`src/lcdpfc_pkg.sv`:
```
// Shared constants, types and command structs of the LCD page format converter.
package lcdpfc_pkg;

  localparam int WIDTH_PIXELS  = 160;
  localparam int PAGES         = 6;
  localparam int HEADER_BYTES  = 32;

  localparam int ADDR_W        = 10;
  localparam int DATA_W        = 8;
  localparam int LANES         = 8;
  localparam logic [DATA_W-1:0] REPORT_ID_RESET = 8'h03;

  localparam int BYTES_PER_ROW = (WIDTH_PIXELS + 7) / 8;
  localparam int ROWS          = PAGES * 8;
  localparam int STORE_BYTES   = BYTES_PER_ROW * ROWS;
  localparam int REPORT_BYTES  = HEADER_BYTES + PAGES * WIDTH_PIXELS;
  localparam int BANK_DEPTH    = BYTES_PER_ROW * PAGES;
  localparam int BANK_AW       = (BANK_DEPTH > 1) ? $clog2(BANK_DEPTH) : 1;
  localparam int ROW_W         = $clog2(ROWS);
  localparam int COL_W         = $clog2(WIDTH_PIXELS);

  // Constant division by reciprocal: q = (x * RECIP) >> DIV_SHIFT.
  localparam int DIV_SHIFT     = 24;
  localparam int RECIP_W       = DIV_SHIFT + 1;
  localparam int PROD_W        = ADDR_W + RECIP_W;
  localparam int MUL_W         = ADDR_W + 1;
  localparam int RECIP_ROW     = (1 << DIV_SHIFT) / BYTES_PER_ROW + 1;
  localparam int RECIP_COL     = (1 << DIV_SHIFT) / WIDTH_PIXELS + 1;

  typedef enum logic [2:0] {
    ST_CLEAR,
    ST_IDLE,
    ST_QUOT,
    ST_REM,
    ST_ACCESS,
    ST_RESULT
  } ctrl_state_e;

  typedef struct packed {
    logic clear;
    logic capture;
    logic quot_en;
    logic rem_en;
    logic access_en;
    logic out_load;
  } dp_cmd_t;

  typedef struct packed {
    logic clear_last;
    logic out_free;
  } dp_status_t;

endpackage

```
`src/lcdpfc_ctrl.sv`:
```
// Sequencing state machine of the LCD page format converter.
module lcdpfc_ctrl (
  input  logic                   clk_i,
  input  logic                   rst_ni,
  input  logic                   in_valid_i,
  output logic                   in_stall_o,
  input  lcdpfc_pkg::dp_status_t status_i,
  output lcdpfc_pkg::dp_cmd_t    cmd_o
);

  lcdpfc_pkg::ctrl_state_e state_q, state_d;

  always_ff @(posedge clk_i or negedge rst_ni) begin
    if (!rst_ni) begin
      state_q <= lcdpfc_pkg::ST_CLEAR;
    end else begin
      state_q <= state_d;
    end
  end

  always_comb begin
    state_d    = state_q;
    cmd_o      = '0;
    in_stall_o = 1'b1;
    case (state_q)
      lcdpfc_pkg::ST_CLEAR: begin
        cmd_o.clear = 1'b1;
        if (status_i.clear_last) begin
          state_d = lcdpfc_pkg::ST_IDLE;
        end
      end
      lcdpfc_pkg::ST_IDLE: begin
        in_stall_o = 1'b0;
        if (in_valid_i) begin
          cmd_o.capture = 1'b1;
          state_d       = lcdpfc_pkg::ST_QUOT;
        end
      end
      lcdpfc_pkg::ST_QUOT: begin
        cmd_o.quot_en = 1'b1;
        state_d       = lcdpfc_pkg::ST_REM;
      end
      lcdpfc_pkg::ST_REM: begin
        cmd_o.rem_en = 1'b1;
        state_d      = lcdpfc_pkg::ST_ACCESS;
      end
      lcdpfc_pkg::ST_ACCESS: begin
        cmd_o.access_en = 1'b1;
        state_d         = lcdpfc_pkg::ST_RESULT;
      end
      lcdpfc_pkg::ST_RESULT: begin
        if (status_i.out_free) begin
          cmd_o.out_load = 1'b1;
          state_d        = lcdpfc_pkg::ST_IDLE;
        end
      end
      default: begin
        state_d = lcdpfc_pkg::ST_CLEAR;
      end
    endcase
  end

endmodule

```
`config.mk`:
```
export PLATFORM = sky130hd
export DESIGN_NAME = lcdpfc_ctrl
export DESIGN_NICKNAME = d
export VERILOG_FILES = /design/src/lcdpfc_pkg.sv /design/src/lcdpfc_ctrl.sv
export SDC_FILE = /design/constraint.sdc
export NUM_CORES = 1
export LEC_CHECK = 0
export BUFFER_PORTS_ARGS = -buffer_cell sky130_fd_sc_hd__buf_2
export CORE_AREA = 4 4 41 43
export CTS_BUF_LIST = sky130_fd_sc_hd__clkbuf_16
export CTS_CLUSTER_SIZE = 40
export DETAILED_ROUTE_END_ITERATION = 6
export DIE_AREA = 0 0 45 47
export SYNTH_ARGS = -nofsm -noshare
export SYNTH_HDL_FRONTEND = slang
export SYNTH_SLANG_ARGS = --single-unit
```
`constraint.sdc`:
```
create_clock -name clk_i -period 1.25 [get_ports clk_i]
set_input_delay 0.25 -clock clk_i [delete_from_list [all_inputs] [get_ports clk_i]]
set_output_delay 0.25 -clock clk_i [all_outputs]
set_load 0.01 [all_outputs]
```
## Word-level counts from Yosys, hierarchy flattened

Index checks and enable logic that the tools add are counted.

- Equal/unequal tests: 8
- Multipliers: 0
- Add/subtract/negate cells: 0
- Reductions and logical operators: 2
- Bitwise logic cells: 0
- Divide/modulo/power cells: 0
- Muxes and demuxes: 13
- Shift-type cells: 0
- Order comparisons: 0

Operator list:

| kind | count |
|---|---|
| 3-bit case mux with 6 select lines | 1 |
| 1-bit two-way mux | 9 |
| 3-bit two-way mux | 3 |
| 3-bit by 2-bit == test with 1-bit output (second input constant) | 2 |
| 3-bit == test (second input constant) | 2 |
| 2-bit != test (second input constant) | 3 |
| 3-bit by 1-bit == test with 1-bit output (second input constant) | 1 |
| 3-bit zero test | 1 |
| 3-bit AND reduction | 1 |

- Input port bits: 5
- Output and inout bits: 7
- Word-level logic and storage cells: 24
- Bits in writable memories: 0
- Memories kept: 0
- Register bits after elaboration: 3
- ROM bits: 0
- Latch bits: 0

## Depth between registers and ports, before layout

Gate-level depths: netlist of run 1.

- Depth in word-level cells: 3
- Gate-level depth with buffers: 4
- Depth with buffers taken out: 3

## Least setup slack after synthesis of run 1

No wires, ideal clock.

- Kind: register to output
- Start point: register state_q[1]
- End point: output port cmd_o[4] (netlist bit)
- Path buffers: 0
- Cell stages (with the launch flop): 4
- Path slack: 0.106 ns
- Arrival time: 0.894 ns
- Cell sequence: dfrtp_1 -> and2b_1 -> nand2b_1 -> nor2_1

RTL lines:

| item | line | RTL |
|---|---|---|
| start, declared | lcdpfc_ctrl.sv:11 | `lcdpfc_pkg::ctrl_state_e state_q, state_d;` |
| start signal, assigned | lcdpfc_ctrl.sv:15 | `state_q <= lcdpfc_pkg::ST_CLEAR;` |
| start signal, assigned | lcdpfc_ctrl.sv:17 | `state_q <= state_d;` |
| end, declared | lcdpfc_ctrl.sv:8 | `output lcdpfc_pkg::dp_cmd_t cmd_o` |

==> impl_metrics.json, run 1 <==
{
  "status": "finished with violations",
  "violations": "negative setup slack",
  "drc": 0,
  "power_mw": 1.15,
  "seqCellArea_sq_um": 77.6,
  "worstHoldPathType": "input pin to flip-flop",
  "dp_hpwl_microns": 373,
  "ys_seq_elements": 3,
  "slowest_stage": "dfrtp_2",
  "ys_seq_area_share_pct": 39.0,
  "hold_viol_final": 0,
  "wirelength_microns": 533,
  "routedWlPerCell_microns": 9.19,
  "worstMarginPinSlew_ns": 0.234,
  "grt_pass1_vias": 219,
  "cts-root-buf": "clkbuf_16",
  "ioPinCount": 12,
  "top_register": "state_q",
  "slowest_delay_ns": 0.42,
  "post-place-ws_ns": 0.0486,
  "grt_max_degree": 10,
  "drv_slew": 0,
  "ys_top_cells_by_area": "dfrtp_1, a21oi_1, nand2b_1, nor3b_2, inv_1",
  "grt.total_usage_pct": 6.18,
  "critPathCaptureType": "output port",
  "finalSetupViolCount": 7,
  "largest_reg_flops": 3,
  "grt.met2_usage_pct": 10.2,
  "synth_async_sr_flop_share_pct": 100,
  "cts_sinks": 3,
  "synth_area_sq_um": 193,
  "met3_usage_pct": 3.45,
  "cts_tree": "done",
  "powerDensity_mw_per_mm2": 2880,
  "die_h_microns": 47,
  "synth.avg_cell_area_sq_um": 8.03,
  "grt_first_pass_wirelength_microns": 855,
  "dieArea_sq_mm": 0.00212,
  "setup_ws_ns": -0.127,
  "cp-start-kind": "flip-flop",
  "antenna_found_initial": 0,
  "grt_use_met1_pct": 5.49,
  "diodes": 0,
  "leakagePower_nw": 0.211,
  "fin_nets": 49,
  "synthToLayoutAreaGrowth_pct": 108,
  "setup_tns_ns": -0.520,
  "drv_cap": 0,
  "yosys-top-cells-count": "a21oi_1, dfrtp_1, inv_1, nor2_1",
  "drt_iter0_drc": 1,
  "portBuffers": 11,
  "ir_drop_mv": 0.698,
  "post-route-period-util_pct": 110,
  "ant_nets": 0,
  "period_needed_ns": 1.38,
  "fmax_ghz": 0.726,
  "fin_skew_ns": 0.00105,
  "clock_latency_ns": 0.22,
  "htree_levels": 1,
  "busiest_layer": "met2",
  "syn_nets": 29,
  "viasPerCell": 3.86,
  "relSlewSlack_pct": 84.3,
  "synth_flop_cell": "dfrtp_1",
  "die_w_microns": 45,
  "crit_arrival_ns": 1.13,
  "cts_buffer_depth": 2,
  "drive_gt1_share_pct": 55.8,
  "fillers": 146,
  "rsz0062_at_grt": "yes",
  "crit_chain": "and2b_1 > and3_1 > buf_2",
  "place_congestion": 0.647,
  "initial_core_util_pct": 14.8,
  "cp.required_ns": 1.00,
  "synth_cells": 24,
  "r2r_start": "state_q[2]",
  "reg_top3": "state_q: 3 flops",
  "synth_top_area_share_pct": 39.0,
  "setup.worst_path.start": "state_q[0]",
  "crit_path_max_fanout": 4,
  "firstDrtPassIters": 2,
  "multi_input_area_sq_um": 111,
  "yosys.cell_types.count": 14,
  "timing.hold.ws_ns": 0.260,
  "ys_warn_count": 0,
  "crit_type": "flip-flop to output port",
  "worstHoldStart": "status_i[1]",
  "overflow": 0,
  "core-area_sq_mm": 0.00130,
  "rows": 13,
  "clk_pin_slew_ns": 0.03,
  "cts_buffers": 3,
  "synth_top_area_cell": "dfrtp_1",
  "synth-edff-count": 0,
  "vias": 224
}
## where the power goes
part	internal, mW	switching [mW]	total, mW
clock	0.412	0.0864	0.499
combinational	0.246	0.202	0.448
sequential	0.144	0.0599	0.204
## repair_timing
item,4_1_cts,5_1_grt
pin swaps,2,2
hold buffers,1,0
buffers inserted,4,0
gates resized for setup,4,2
endpoints found under the hold margin,3,0
endpoints found under the setup margin,7,7
## cell type report
cell class	instances	share of cell area, %
multi-input cells	17	27.8
repair buffers	16	25.6
flip-flops and latches	3	19.4
clock buffers	3	18.8
well taps	15	4.69
inverters	3	2.81
clock inverters	1	0.938
## critical path, delay by kind of cell, from the launching register on
| kind | cells | cell delay (ns) |
|---|---|---|
| and+or+nand+nor | 2 | 0.35 |
| DFF | 1 | 0.42 |
| buffers and inverters | 1 | 0.13 |
## cells by family (layout without fill, tap and decap cells)
family | count (synthesis) | after routing | share of synthesized area (%)
compound gates | 4 | 4 | 12.3
buf+inv | 4 | 23 | 8.44
flops | 3 | 3 | 39.0
simple gates | 13 | 13 | 40.3
## placed cells by master, fill, tap and decap left out
cell type      instances
nor2_1                 3
nor3_1                 1
dfrtp_1                1
nand2_1                1
buf_4                  2
nand2b_1               2
and2b_1                1
a31o_2                 1
nor3_2                 1
dlygate4sd3_1          1
and3_1                 1
nor2b_1                1
inv_1                  4
buf_2                 11
dfrtp_2                2
nor3b_2                2
a21oi_1                3
clkbuf_16              3
buf_6                  2
## path summary, 6_finish.rpt
check	endpoint	slack, ns	cells past startpoint
min reg2reg	state_q[1]	0.55	1
max in group asynchronous	state_q[0]	0.78	2
max reg2reg	state_q[0]	0.19	4
min in group asynchronous	state_q[2]	0.35	2
max	cmd_o[0]	-0.13	3
min	state_q[0]	0.26	3
## metrics by stage
step	std cells	cell area (sq um)	utilization, %
detailed placement	49	262	20.1
CTS	58	392	30.1
global placement	49	262	20.1
floorplan	24	193	-
finish	58	400	30.8
global route	58	400	30.8
## metal layers
layer	part of all wire (%)	wire length, microns
met5	0	0
met4	0	0
met3	11	61
met2	51	271
met1	38	200
Note: power is estimated with default switching activity, not from simulation.
==> run 2, diff against run 1 <==
==> constraint.sdc (replaced) <==
create_clock -name clk_i -period 1.25 [get_ports clk_i]
set_input_delay 0.0625 -clock clk_i [delete_from_list [all_inputs] [get_ports clk_i]]
set_output_delay 0.0625 -clock clk_i [all_outputs]
set_load 0.01 [all_outputs]
==> impl_metrics.json, run 2 (same netlist as run 1, synthesis figures left out) <==
{
  "rows": 13,
  "finalSetupViolCount": 0,
  "final_common_cell": "buf_2",
  "critPathCaptureType": "output port",
  "pwr-share-clk_pct": 48.7,
  "hold_viol_final": 0,
  "cp.depth": 3,
  "crit_arrival_ns": 1.14,
  "routedWlPerCell_microns": 9.17,
  "die_h_microns": 47,
  "seqCellArea_sq_um": 76.3,
  "setup_tns_ns": 0,
  "crit_path_max_fanout": 8,
  "crit_buf_inv": 1,
  "dpl_cell_area_sq_um": 262,
  "grt_pass1_vias": 194,
  "drv_cap": 0,
  "powerDensity_mw_per_mm2": 2910,
  "fin_nets": 45,
  "cp.required_ns": 1.19,
  "leakagePower_nw": 0.187,
  "timing.hold.ws_ns": 0.0730,
  "antenna_found_initial": 0,
  "fmax_ghz": 0.831,
  "worstMarginPinSlew_ns": 0.264,
  "drc": 0,
  "path_delay_family": "flip-flops",
  "die_w_microns": 45,
  "synthToLayoutAreaGrowth_pct": 82.5,
  "firstDrtPassIters": 2,
  "reg_top3": "state_q: 3 flops",
  "grt_max_degree": 11,
  "status": "completed",
  "cts_sinks": 3,
  "fillers": 150,
  "ioPinCount": 12,
  "ir_drop_mv": 0.692,
  "top_register": "state_q",
  "cts_tree": "done",
  "cts_buffer_depth": 2,
  "clk_pin_slew_ns": 0.03,
  "initial_core_util_pct": 14.8,
  "seqPwrFrac_pct": 20.5,
  "drt_iter0_drc": 2,
  "clock_latency_ns": 0.22,
  "period_needed_ns": 1.20,
  "slowest_delay_ns": 0.43,
  "grt.total_usage_pct": 5.70,
  "reg2reg_slack_ns": 0.28,
  "post_cts_buffers": 0,
  "core-area_sq_mm": 0.00130,
  "rr_worst_depth": 3,
  "portBuffers": 11,
  "worstHoldPathType": "input pin to flip-flop",
  "dieArea_sq_mm": 0.00212,
  "power.share.combinational_pct": 30.9,
  "final_cell_mix": "buf_2, inv_1, nor2_1, a21oi_1, clkbuf_16",
  "htree_levels": 1,
  "post-place-ws_ns": 0.236,
  "place_congestion": 0.647,
  "largest_reg_flops": 3,
  "diodes": 0,
  "crit_type": "flip-flop to output port",
  "cts_buffers": 3,
  "grt_first_pass_wirelength_microns": 772,
  "overflow": 0,
  "cts-root-buf": "clkbuf_16",
  "ant_nets": 0,
  "slowest_stage": "dfrtp_2",
  "wirelength_microns": 495,
  "dp_hpwl_microns": 373,
  "setup_ws_ns": 0.0465,
  "p_int_uw": 710,
  "drv_slew": 0,
  "cp-start-kind": "flip-flop",
  "relSlewSlack_pct": 82.4,
  "p_sw_uw": 312,
  "vias": 206,
  "crit_chain": "and2b_1 > and3_1 > buf_2",
  "fin_skew_ns": 0.000781,
  "drive_gt1_share_pct": 43.6,
  "min_path_cells": 3,
  "viasPerCell": 3.81,
  "post-route-period-util_pct": 96.3,
  "rsz0062_at_grt": "yes",
  "design_area_sq_um": 352,
  "power_switching_share_pct": 30.5,
  "multi_input_area_sq_um": 101
}
[run 2: final timing paths]
| kind | endpoint | startpoint |
|---|---|---|
| min in group asynchronous | state_q[2] | rst_ni |
| worst max-delay path | cmd_o[0] | state_q[0] |
| worst max register to register | state_q[0] | state_q[2] |
| worst min register to register | state_q[1] | state_q[2] |
| worst min-delay path | state_q[0] | status_i[1] |
| max in group asynchronous | state_q[0] | rst_ni |
[run 2: per-stage QoR]
| step | utilization, % | cells | total power [mW] |
|---|---|---|---|
| after global routing | 27.0 | 54 | 1.10 |
| after detailed placement | 20.1 | 49 | 0.528 |
| after global placement | 20.1 | 49 | 0.519 |
| after CTS | 26.9 | 54 | 1.04 |
| final | 27.0 | 54 | 1.02 |
| after floorplan | - | 24 | 0.415 |
[run 2: area by class of cell]
cell class / instances / share of cell area, %
multi-input combinational: 17 / 28.8
sequential: 3 / 21.7
clock buffer: 3 / 21.4
timing repair buffer: 12 / 18.5
tap: 15 / 5.34
inverter: 3 / 3.20
clock inverter: 1 / 1.07
[run 2: repair_timing]
item	CTS	global route
setup endpoints to repair	0	2
hold buffers	1	0
resized for setup	0	1
endpoints found under the hold margin	3	0
[run 2: worst min-delay path: cells and delay by family]
kind,cells,cell delay [ns]
buffers and inverters,2,0.14
AOI/OAI and AO/OA,1,0.05
[run 2: power groups by stage]
stage	combinational [mW]	clock [mW]	sequential, mW
floorplan	0.241	0	0.174
global placement	0.315	0	0.205
detailed placement	0.321	0	0.207
CTS	0.325	0.509	0.206
global route	0.358	0.520	0.220
finish	0.316	0.498	0.209
[run 2: routing by layer]
metal  routed length, microns  vias up  GRT usage (%)
li1                         -      107              -
met1                      198       90           5.26
met2                      234        9           8.76
met3                       61        0           3.45
met4                        0        0           5.26
met5                        0        -              0
==> run 3, diff against run 2 <==
Settings changed: CELL_PAD_IN_SITES_DETAIL_PLACEMENT from default to 1, CELL_PAD_IN_SITES_GLOBAL_PLACEMENT from default to 1, PLACE_DENSITY_LB_ADDON from default to 0.1.
==> impl_metrics.json, run 3 (same netlist as run 1, synthesis figures left out) <==
{
  "slowest_stage": "dfrtp_1",
  "largest_reg_flops": 3,
  "r2r_start": "state_q[0]",
  "slowest_delay_ns": 0.40,
  "crit_type": "flip-flop to output port",
  "final_common_cell": "buf_2",
  "final_cell_mix": "buf_2, inv_1, nor2_1, a21oi_1, clkbuf_16",
  "post-route-period-util_pct": 96.4,
  "crit_path_max_fanout": 5,
  "vias": 214,
  "critPathCaptureType": "output port",
  "ir_drop_mv": 1.36,
  "period_needed_ns": 1.20,
  "firstDrtPassIters": 1,
  "antenna_found_initial": 0,
  "top_register": "state_q",
  "rsz0062_at_grt": "yes",
  "initial_core_util_pct": 14.8,
  "portBuffers": 11,
  "drv_slew": 0,
  "cp-start-kind": "flip-flop",
  "drt_iter0_drc": 0,
  "leakagePower_nw": 0.192,
  "crit_buf_inv": 1,
  "worstHoldPathType": "input pin to flip-flop",
  "cp.depth": 3,
  "htree_levels": 1,
  "dpl.cell_count": 49,
  "drv_cap": 0,
  "drive_gt1_share_pct": 45.0,
  "diodes": 0,
  "critPathCapture": "cmd_o[0]",
  "finalSetupViolCount": 0,
  "r2r_end": "state_q[2]",
  "rows": 13,
  "reg2reg_slack_ns": 0.20,
  "setup.worst_path.start": "state_q[1]",
  "cts_tree": "done",
  "fmax_ghz": 0.830,
  "grt.total_usage_pct": 5.93,
  "dp_hpwl_microns": 409,
  "cts-root-buf": "clkbuf_16",
  "crit_arrival_ns": 1.14,
  "clock_latency_ns": 0.23,
  "fin_skew_ns": 0.00193,
  "reg_top3": "state_q: 3 flops",
  "viasPerCell": 3.89,
  "relSlewSlack_pct": 81.1,
  "drc": 0,
  "grt_max_degree": 11,
  "path_delay_family": "flip-flops",
  "status": "completed",
  "worstMarginPinSlew_ns": 0.284,
  "cts_buffer_depth": 2,
  "rr_worst_depth": 3,
  "ant_nets": 0,
  "fillers": 167,
  "ioPinCount": 12,
  "place_congestion": 0.625,
  "powerDensity_mw_per_mm2": 2940,
  "cts_buffers": 3,
  "power_mw": 1.06,
  "setup_tns_ns": 0,
  "grt_first_pass_wirelength_microns": 772,
  "die_h_microns": 47,
  "hold_viol_final": 0,
  "instances_no_fill": 55,
  "overflow": 0,
  "die_w_microns": 45,
  "cp.required_ns": 1.19,
  "fin_nets": 46,
  "dieArea_sq_mm": 0.00212,
  "cts_sinks": 3,
  "clk_pin_slew_ns": 0.03,
  "routedWlPerCell_microns": 9.64,
  "crit_chain": "and2b_1 > and3_1 > buf_2",
  "core-area_sq_mm": 0.00130,
  "wirelength_microns": 530,
  "grt_pass1_vias": 193,
  "synthToLayoutAreaGrowth_pct": 86.4
}
run 3: changes by cell type in the layout (fill, tap and decap cells not counted), sizes merged:
cell | previous run | this run
buf | 11 | 12
run 3: tightest hold or removal path: stages:
cell,delay (ns)
buf_2,0.09
inv_1,0.04
a21oi_1,0.05
run 3: metrics by stage:
stage                     worst slack (ns)  cell area [sq um]  hold slack (ns)  util (%)
after floorplan                      0.195                193           -0.233         -
after global placement               0.242                262           -0.140      20.1
after detailed placement             0.228                262           -0.138      20.1
after CTS                          0.00736                352           0.0704      27.0
after global routing               -0.0313                359           0.0985      27.6
final                               0.0452                359           0.0677      27.6
run 3: worst min-delay path by stage:
stage	startpoint	to	slack [ns]	cells past startpoint
after global placement	rst_ni	state_q[2]	-0.14	1
after detailed placement	rst_ni	state_q[2]	-0.14	1
after CTS	status_i[1]	state_q[0]	0.07	3
after global routing	status_i[1]	state_q[0]	0.1	3
final	status_i[1]	state_q[0]	0.07	3
after floorplan	rst_ni	state_q[0]	-0.23	0
run 3: layer usage:
layer,global-route usage [%],routed length [microns],vias to the layer above
li1,-,-,111
met1,5.25,216,92
met2,8.47,236,9
met3,2.68,50,2
met4,8.77,27,0
met5,0,0,-
run 3: timing repair:
item	in CTS	in global routing
buffers inserted	0	1
resized for setup	1	0
hold buffers	1	0
endpoints found under the hold margin	3	0
endpoints found under the setup margin	1	2
pin swaps	0	1
run 3: power breakdown:
| part | switching, mW | internal [mW] | total (mW) |
|---|---|---|---|
| logic | 0.170 | 0.175 | 0.345 |
| registers | 0.0642 | 0.142 | 0.206 |
| clock network | 0.0930 | 0.413 | 0.506 |
run 3: area by class of cell:
cell class	count	area (sq um)	area share, %
Clock buffer	3	75.1	20.9
Clock inverter	1	3.75	1.05
Inverter	3	11.3	3.14
Multi-Input combinational cell	17	101	28.2
Sequential cell	3	76.3	21.3
Tap cell	15	18.8	5.23
Timing Repair Buffer	13	72.6	20.2
